[src/rtl/krle_pkg.sv]
package krle_pkg;

	// List geometry.
	localparam int CAPACITY = 32;
	localparam int ADDR_W   = $clog2(CAPACITY);
	localparam int RCOUNT_W = 6;
	localparam int COUNT_W  = ($clog2(CAPACITY + 1) > RCOUNT_W) ?
		$clog2(CAPACITY + 1) : RCOUNT_W;

	// Operation codes.
	localparam logic [1:0] OP_APPEND = 2'd0;
	localparam logic [1:0] OP_DELETE = 2'd1;
	localparam logic [1:0] OP_INSERT = 2'd2;
	localparam logic [1:0] OP_DUMP   = 2'd3;

	// Status codes.
	localparam logic [1:0] ST_OK        = 2'd0;
	localparam logic [1:0] ST_NOT_FOUND = 2'd1;
	localparam logic [1:0] ST_EMPTY     = 2'd2;
	localparam logic [1:0] ST_FULL      = 2'd3;

	// One stored record.
	typedef struct packed {
		logic signed [31:0] key;
		logic [31:0]        payload;
	} rec_t;

	// Commands from the controller to the datapath.
	typedef struct packed {
		logic       load;
		logic       rd_first;
		logic       step;
		logic       tail;
		logic       reply;
		logic [1:0] status;
		logic       rec_valid;
		logic       cnt_inc;
		logic       cnt_dec;
		logic       emit_dump;
	} cmd_t;

	// Status from the datapath to the controller.
	typedef struct packed {
		logic [1:0] op;
		logic       count_zero;
		logic       count_full;
		logic       scan_last;
		logic       found;
		logic       out_free;
	} stat_t;

endpackage

[src/rtl/krle_ctrl.sv]
module krle_ctrl import krle_pkg::*; (
	input  logic  clk,
	input  logic  arst_n,
	input  logic  in_valid,
	output logic  in_stall,
	input  stat_t stat,
	output cmd_t  cmd
);

	localparam logic [2:0] S_IDLE  = 3'd0;
	localparam logic [2:0] S_START = 3'd1;
	localparam logic [2:0] S_SCAN  = 3'd2;
	localparam logic [2:0] S_TAIL  = 3'd3;
	localparam logic [2:0] S_REPLY = 3'd4;
	localparam logic [2:0] S_DUMP  = 3'd5;

	logic [2:0] state_q;
	logic [2:0] state_d;

	// One item is worked on at a time.
	assign in_stall = (state_q != S_IDLE);

	// State register.
	always_ff @(posedge clk or negedge arst_n) begin
		if (!arst_n) begin
			state_q <= S_IDLE;
		end else begin
			state_q <= state_d;
		end
	end

	// Next state and command decode.
	always_comb begin
		state_d = state_q;
		cmd     = '0;
		unique case (state_q)
			S_IDLE: begin
				if (in_valid) begin
					cmd.load = 1'b1;
					state_d  = S_START;
				end
			end
			S_START: begin
				unique case (stat.op) inside
					OP_APPEND, OP_INSERT: begin
						if (stat.count_full) begin
							state_d = S_REPLY;
						end else if (stat.op == OP_APPEND || stat.count_zero) begin
							state_d = S_TAIL;
						end else begin
							cmd.rd_first = 1'b1;
							state_d      = S_SCAN;
						end
					end
					OP_DELETE: begin
						if (stat.count_zero) begin
							state_d = S_REPLY;
						end else begin
							cmd.rd_first = 1'b1;
							state_d      = S_SCAN;
						end
					end
					default: begin
						if (stat.count_zero) begin
							state_d = S_REPLY;
						end else begin
							cmd.rd_first = 1'b1;
							state_d      = S_DUMP;
						end
					end
				endcase
			end
			S_SCAN: begin
				cmd.step = 1'b1;
				if (stat.scan_last) begin
					state_d = (stat.op == OP_INSERT) ? S_TAIL : S_REPLY;
				end
			end
			S_TAIL: begin
				cmd.tail = 1'b1;
				state_d  = S_REPLY;
			end
			S_REPLY: begin
				if (stat.out_free) begin
					cmd.reply = 1'b1;
					state_d   = S_IDLE;
					unique case (stat.op) inside
						OP_APPEND, OP_INSERT: begin
							if (stat.count_full) begin
								cmd.status = ST_FULL;
							end else begin
								cmd.status  = ST_OK;
								cmd.cnt_inc = 1'b1;
							end
						end
						OP_DELETE: begin
							if (stat.count_zero) begin
								cmd.status = ST_EMPTY;
							end else if (stat.found) begin
								cmd.status    = ST_OK;
								cmd.rec_valid = 1'b1;
								cmd.cnt_dec   = 1'b1;
							end else begin
								cmd.status = ST_NOT_FOUND;
							end
						end
						default: begin
							cmd.status = ST_EMPTY;
						end
					endcase
				end
			end
			S_DUMP: begin
				if (stat.out_free) begin
					cmd.emit_dump = 1'b1;
					if (stat.scan_last) begin
						state_d = S_IDLE;
					end
				end
			end
			default: begin
				state_d = S_IDLE;
			end
		endcase
	end

endmodule

[src/rtl/krle_dp.sv]
module krle_dp import krle_pkg::*; (
	input  logic                clk,
	input  logic                arst_n,
	input  logic [1:0]          operation,
	input  logic signed [31:0]  key,
	input  logic [31:0]         payload,
	input  cmd_t                cmd,
	output stat_t               stat,
	input  logic                out_stall,
	output logic                out_valid,
	output logic [1:0]          status,
	output logic                record_valid,
	output logic signed [31:0]  out_key,
	output logic [31:0]         out_payload,
	output logic [RCOUNT_W-1:0] record_count,
	output logic                last
);

	rec_t               mem [CAPACITY];
	rec_t               rd_q;
	rec_t               carry_q;
	rec_t               del_q;
	logic [1:0]         op_q;
	logic signed [31:0] key_q;
	logic [COUNT_W-1:0] count_q;
	logic [COUNT_W-1:0] count_d;
	logic [COUNT_W-1:0] idx_q;
	logic [COUNT_W-1:0] idx_inc;
	logic               found_q;
	logic               hit;
	logic               match;
	logic               rd_en;
	logic [ADDR_W-1:0]  rd_addr;
	logic               wr_en;
	logic [ADDR_W-1:0]  wr_addr;
	rec_t               wr_data;
	logic               out_free;

	// Compare of the entry currently read against the item key.
	assign hit   = found_q || (rd_q.key >= key_q);
	assign match = (rd_q.key == key_q);

	assign idx_inc = idx_q + COUNT_W'(1);
	assign out_free = !out_valid || !out_stall;

	// Status toward the controller.
	assign stat.op         = op_q;
	assign stat.count_zero = (count_q == '0);
	assign stat.count_full = (count_q >= COUNT_W'(CAPACITY));
	assign stat.scan_last  = (idx_inc == count_q);
	assign stat.found      = found_q;
	assign stat.out_free   = out_free;

	// Read port: first entry, or the one after the entry now being handled.
	assign rd_en   = cmd.rd_first || cmd.step || cmd.emit_dump;
	assign rd_addr = cmd.rd_first ? '0 : idx_inc[ADDR_W-1:0];

	// Write port: insert ripples the carried record forward, delete
	// moves later entries down by one, tail places the carried record.
	always_comb begin
		wr_en   = 1'b0;
		wr_addr = idx_q[ADDR_W-1:0];
		wr_data = carry_q;
		if (cmd.tail) begin
			wr_en   = 1'b1;
			wr_addr = count_q[ADDR_W-1:0];
		end else if (cmd.step && op_q == OP_INSERT && hit) begin
			wr_en = 1'b1;
		end else if (cmd.step && op_q == OP_DELETE && found_q) begin
			wr_en   = 1'b1;
			wr_addr = ADDR_W'(idx_q - COUNT_W'(1));
			wr_data = rd_q;
		end
	end

	// Record memory with registered read.
	always_ff @(posedge clk) begin
		if (wr_en) begin
			mem[wr_addr] <= wr_data;
		end
		if (rd_en) begin
			rd_q <= mem[rd_addr];
		end
	end

	// Item registers, carried record and deleted record.
	always_ff @(posedge clk) begin
		if (cmd.load) begin
			op_q          <= operation;
			key_q         <= key;
			carry_q.key     <= key;
			carry_q.payload <= payload;
		end else if (cmd.step && op_q == OP_INSERT && hit) begin
			carry_q <= rd_q;
		end
		if (cmd.step && op_q == OP_DELETE && !found_q && match) begin
			del_q <= rd_q;
		end
	end

	// Next record count.
	always_comb begin
		count_d = count_q;
		if (cmd.reply && cmd.cnt_inc) begin
			count_d = count_q + COUNT_W'(1);
		end else if (cmd.reply && cmd.cnt_dec) begin
			count_d = count_q - COUNT_W'(1);
		end
	end

	// Control state: count, scan index, found flag.
	always_ff @(posedge clk or negedge arst_n) begin
		if (!arst_n) begin
			count_q <= '0;
			idx_q   <= '0;
			found_q <= 1'b0;
		end else begin
			count_q <= count_d;
			if (cmd.rd_first) begin
				idx_q <= '0;
			end else if (cmd.step || cmd.emit_dump) begin
				idx_q <= idx_inc;
			end
			if (cmd.load) begin
				found_q <= 1'b0;
			end else if (cmd.step) begin
				if (op_q == OP_INSERT) begin
					found_q <= hit;
				end else if (match) begin
					found_q <= 1'b1;
				end
			end
		end
	end

	// Output register valid flag.
	always_ff @(posedge clk or negedge arst_n) begin
		if (!arst_n) begin
			out_valid <= 1'b0;
		end else if (cmd.reply || cmd.emit_dump) begin
			out_valid <= 1'b1;
		end else if (out_valid && !out_stall) begin
			out_valid <= 1'b0;
		end
	end

	// Output register payload.
	always_ff @(posedge clk) begin
		if (cmd.reply) begin
			status       <= cmd.status;
			record_valid <= cmd.rec_valid;
			out_key      <= cmd.rec_valid ? del_q.key : '0;
			out_payload  <= cmd.rec_valid ? del_q.payload : '0;
			record_count <= count_d[RCOUNT_W-1:0];
			last         <= 1'b1;
		end else if (cmd.emit_dump) begin
			status       <= ST_OK;
			record_valid <= 1'b1;
			out_key      <= rd_q.key;
			out_payload  <= rd_q.payload;
			record_count <= count_q[RCOUNT_W-1:0];
			last         <= stat.scan_last;
		end
	end

endmodule

[src/rtl/keyed_record_list_engine_top.sv]
// Ordered list of up to 32 key and payload records held in a single-port
// read, single-port write memory. The block takes one item at a time. An
// append, a refused append or insert, and an operation on an empty list do
// not walk the memory; insert and delete walk it one entry per cycle to find
// the place and to shift the records behind it. A dump gives one record per
// cycle, slowed only by stall on the result side. The result register lets a
// new item be taken while the last result still waits. Memory contents come
// up undefined after reset; only entries below the record count are ever
// used.
module keyed_record_list_engine_top import krle_pkg::*; (
	input  logic                clk,
	input  logic                arst_n,
	input  logic                in_valid,
	output logic                in_stall,
	input  logic [1:0]          operation,
	input  logic signed [31:0]  key,
	input  logic [31:0]         payload,
	output logic                out_valid,
	input  logic                out_stall,
	output logic [1:0]          status,
	output logic                record_valid,
	output logic signed [31:0]  out_key,
	output logic [31:0]         out_payload,
	output logic [RCOUNT_W-1:0] record_count,
	output logic                last
);

	cmd_t  cmd;
	stat_t stat;

	// Operation sequencer.
	krle_ctrl u_ctrl (
		.clk      (clk),
		.arst_n   (arst_n),
		.in_valid (in_valid),
		.in_stall (in_stall),
		.stat     (stat),
		.cmd      (cmd)
	);

	// Record store, count and result register.
	krle_dp u_dp (
		.clk          (clk),
		.arst_n       (arst_n),
		.operation    (operation),
		.key          (key),
		.payload      (payload),
		.cmd          (cmd),
		.stat         (stat),
		.out_stall    (out_stall),
		.out_valid    (out_valid),
		.status       (status),
		.record_valid (record_valid),
		.out_key      (out_key),
		.out_payload  (out_payload),
		.record_count (record_count),
		.last         (last)
	);

endmodule

[config.mk]
export PLATFORM = sky130hd
export DESIGN_NAME = keyed_record_list_engine_top
export DESIGN_NICKNAME = d
export VERILOG_FILES = /design/src/rtl/krle_pkg.sv /design/src/rtl/krle_ctrl.sv /design/src/rtl/krle_dp.sv /design/src/rtl/keyed_record_list_engine_top.sv
export SDC_FILE = /design/constraint.sdc
export NUM_CORES = 2
export LEC_CHECK = 0
export BUFFER_PORTS_ARGS = -buffer_cell sky130_fd_sc_hd__buf_2
export CORE_UTILIZATION = 65
export DETAILED_ROUTE_END_ITERATION = 7
export HOLD_SLACK_MARGIN = 0.1
export PLACE_DENSITY_LB_ADDON = 0.3
export SYNTH_ARGS = -nofsm -noshare
export SYNTH_HDL_FRONTEND = slang
export SYNTH_SLANG_ARGS = --single-unit
[constraint.sdc]
create_clock -name clk -period 17.1 [get_ports clk]
set_input_delay 1.71 -clock clk [delete_from_list [all_inputs] [get_ports clk]]
set_output_delay 1.71 -clock clk [all_outputs]
set_load 0.005 [all_outputs]
==> run metrics <==
area growth from synthesis to final layout=10.6%; largest net degree at the start of global routing=177; post_cts resized=0; vias per cell=7.42; top cell type by total area after synthesis=edfxtp_1; vias post-DR=56.8k; Post-DP HPWL=135 mm; num rows=137; Die Span X=378 um; DIE HEIGHT=378 um; WL/cell=35.1 um; Port Buffers=145; IO Pins=146; Finished Core Util=0.726; Final Wtd Congestion=0.893; Clock transition at path regs=70 ps; Setup TNS Final=0 ps; Worst Path Arrival=6770 ps; hold_buf cts=0; Post-Route Skew=30.2 ps; commonest non-fill, non-tap cells in the layout=edfxtp_1, nand2_1, o221ai_1; worst hold path type=flip-flop to flip-flop; syn_area_per_cell=16.8 um2; Async S/R FF share, synth=0.00719; MaxCap Viol Count=0; Sink Count=2365; Setup Viol. Count Final=0; CTS tree=done; Mapped Nets=5583; global-route wire length before repair=378 mm; Hold Slack=504 ps; Worst-Skew Late Latency=860 ps; Final nets=5687; post-synth top area share=0.768; post-synthesis cell area=91800 um2; layout cells sized above 1=0.156; Synth Register Bits=2365; Post-Place Cell Area=94700 um2; die area=143000 um2; fin. max-slew vios=0; status=finished clean; Max IR drop VDD=0.000236 V; initial DRC count=10.8k; commonest non-fill, non-tap cell in the layout=edfxtp_1; Synth cell types=78; ys flop type=edfxtp_1; number of synthesized flops with an enable pin=2347; core footprint=140000 um2; Setup Buffers After CTS=0; final std cells w/o fill=7648; Worst Tran Pin Value=1210 ps; Post-Syn Instances=5476; Post-Place Cells=7239; Final ANT Viol Nets=0; Root Driver=clkbuf_16; DR DRC count=0; Startpoint Class=flip-flop; worst-case clock buffer depth=3; Power Density=180 nW/um2; slew margin rel.=0.195; largest cells by area after synthesis=edfxtp_1, o221ai_1, mux2_2, nand2_1, mux2i_1; YS warnings=0; setup ws final=11000 ps; endpoint class of the critical path=flip-flop; Initial Util=0.656; final hold vios=0; final worst path period need=6100 ps; overall power=18.3 mW; critical setup path kind=flip-flop to flip-flop; initial antenna violation count=14; crit path max fanout=64; pre-CTS setup slack=11340 ps; remaining global-route overflow=0; H-tree levels=4; Worst Path Required=17770 ps; total CTS buffers=215; Finished Cell Area=102000 um2; Final period util=0.357; DR pass1 iterations=6; Leakage=32.0 nW; fmax=164 MHz; RSZ-0062 raised after global routing=no; GRT Total Usage=0.374; Seq/Total Area, Yosys=0.773; final WL=268 mm; number of global-route vias before repair=53.7k
-- synth_stat cells (5+ instances only) --
cell	instances
a211oi_1	55
a21o_1	5
a21oi_1	105
a221o_1	5
a221oi_1	9
a22o_1	66
a22oi_1	24
a31oi_1	157
a32oi_1	9
and2_1	19
and3_1	6
buf_1	28
buf_2	127
buf_4	26
buf_6	11
clkbuf_1	201
dfrtp_1	17
edfxtp_1	2347
ha_1	37
inv_1	38
mux2_2	210
mux2i_1	148
mux4_2	36
nand2_1	532
nand3_1	226
nand4_1	26
nor2_1	44
nor2b_1	12
nor3_1	13
nor4_1	18
o211a_1	6
o211ai_1	74
o21ai_0	168
o221ai_1	434
o22ai_1	123
o31ai_1	9
o32ai_1	6
xnor2_1	19
xor2_1	6
-- routing by layer --
metal	track usage	vias to the layer above	share of wire
met5	0	-	0.00011
li1	-	22500	-
met2	0.556	5493	0.45
met1	0.508	27900	0.33
met3	0.126	877	0.17
met4	0.164	4	0.048
-- path summary, 6_finish.rpt --
path	depth (start not counted)	to	slack (ps)	startpoint
max	10	u_dp.rd_q[61]	11000	u_dp.idx_q[0]
min	0	u_dp.del_q[21]	500	u_dp.rd_q[21]
max reg2reg	10	u_dp.rd_q[61]	11000	u_dp.idx_q[0]
min reg2reg	0	u_dp.del_q[21]	500	u_dp.rd_q[21]
max in group asynchronous	1	u_dp.idx_q[0]	15930	arst_n
min in group asynchronous	1	u_ctrl.state_q[0]	810	arst_n
-- where the power goes --
part           internal, mW  leakage, nW  switching, mW  total, mW
logic                  1.70         7.26           4.18       5.89
registers              7.29         21.4          0.421       7.71
clock network          2.62         3.35           2.08       4.69
-- flip-flops by register name (all words and copies together), names as in the netlist --
register	count
u_dp.record_valid	1
u_ctrl.state_q	3
u_dp.key_q	32
u_dp.found_q	1
u_dp.mem	2048
u_dp.rd_q	64
u_dp.del_q	64
u_dp.out_payload	32
u_dp.carry_q	64
u_dp.last	1
u_dp.out_valid	1
u_dp.status	2
u_dp.record_count	6
u_dp.count_q	6
u_dp.out_key	32
u_dp.op_q	2
u_dp.idx_q	6
-- cell families after synthesis --
logic type      after synthesis  synth area share
fa+ha+maj                    37           0.00504
buf+inv                     435            0.0217
compound gates             1296             0.103
simple gates                923            0.0444
xor+xnor                     26           0.00256
flops                      2365             0.773
mux                         394            0.0507
-- worst max-delay path, cell delays in order (launching register included) --
cell,delay (ps)
dfrtp_4,1010
inv_2,530
ha_1,490
clkinv_1,420
a211oi_4,930
buf_4,840
buf_4,740
o221ai_1,270
a31o_2,310
o21a_1,170
o31ai_1,60
-- layout make-up --
| type | instances | area, um2 |
|---|---|---|
| Sequential cell | 2365 | 70900 |
| Fill cell | 8018 | 38300 |
| Multi-Input combinational cell | 2676 | 19500 |
| Clock buffer | 269 | 5710 |
| Tap cell | 1876 | 2350 |
| Timing Repair Buffer | 282 | 1840 |
| Clock inverter | 134 | 1090 |
| Inverter | 40 | 150 |
| Antenna cell | 6 | 15.0 |
Power figures use the tool's default switching activity.
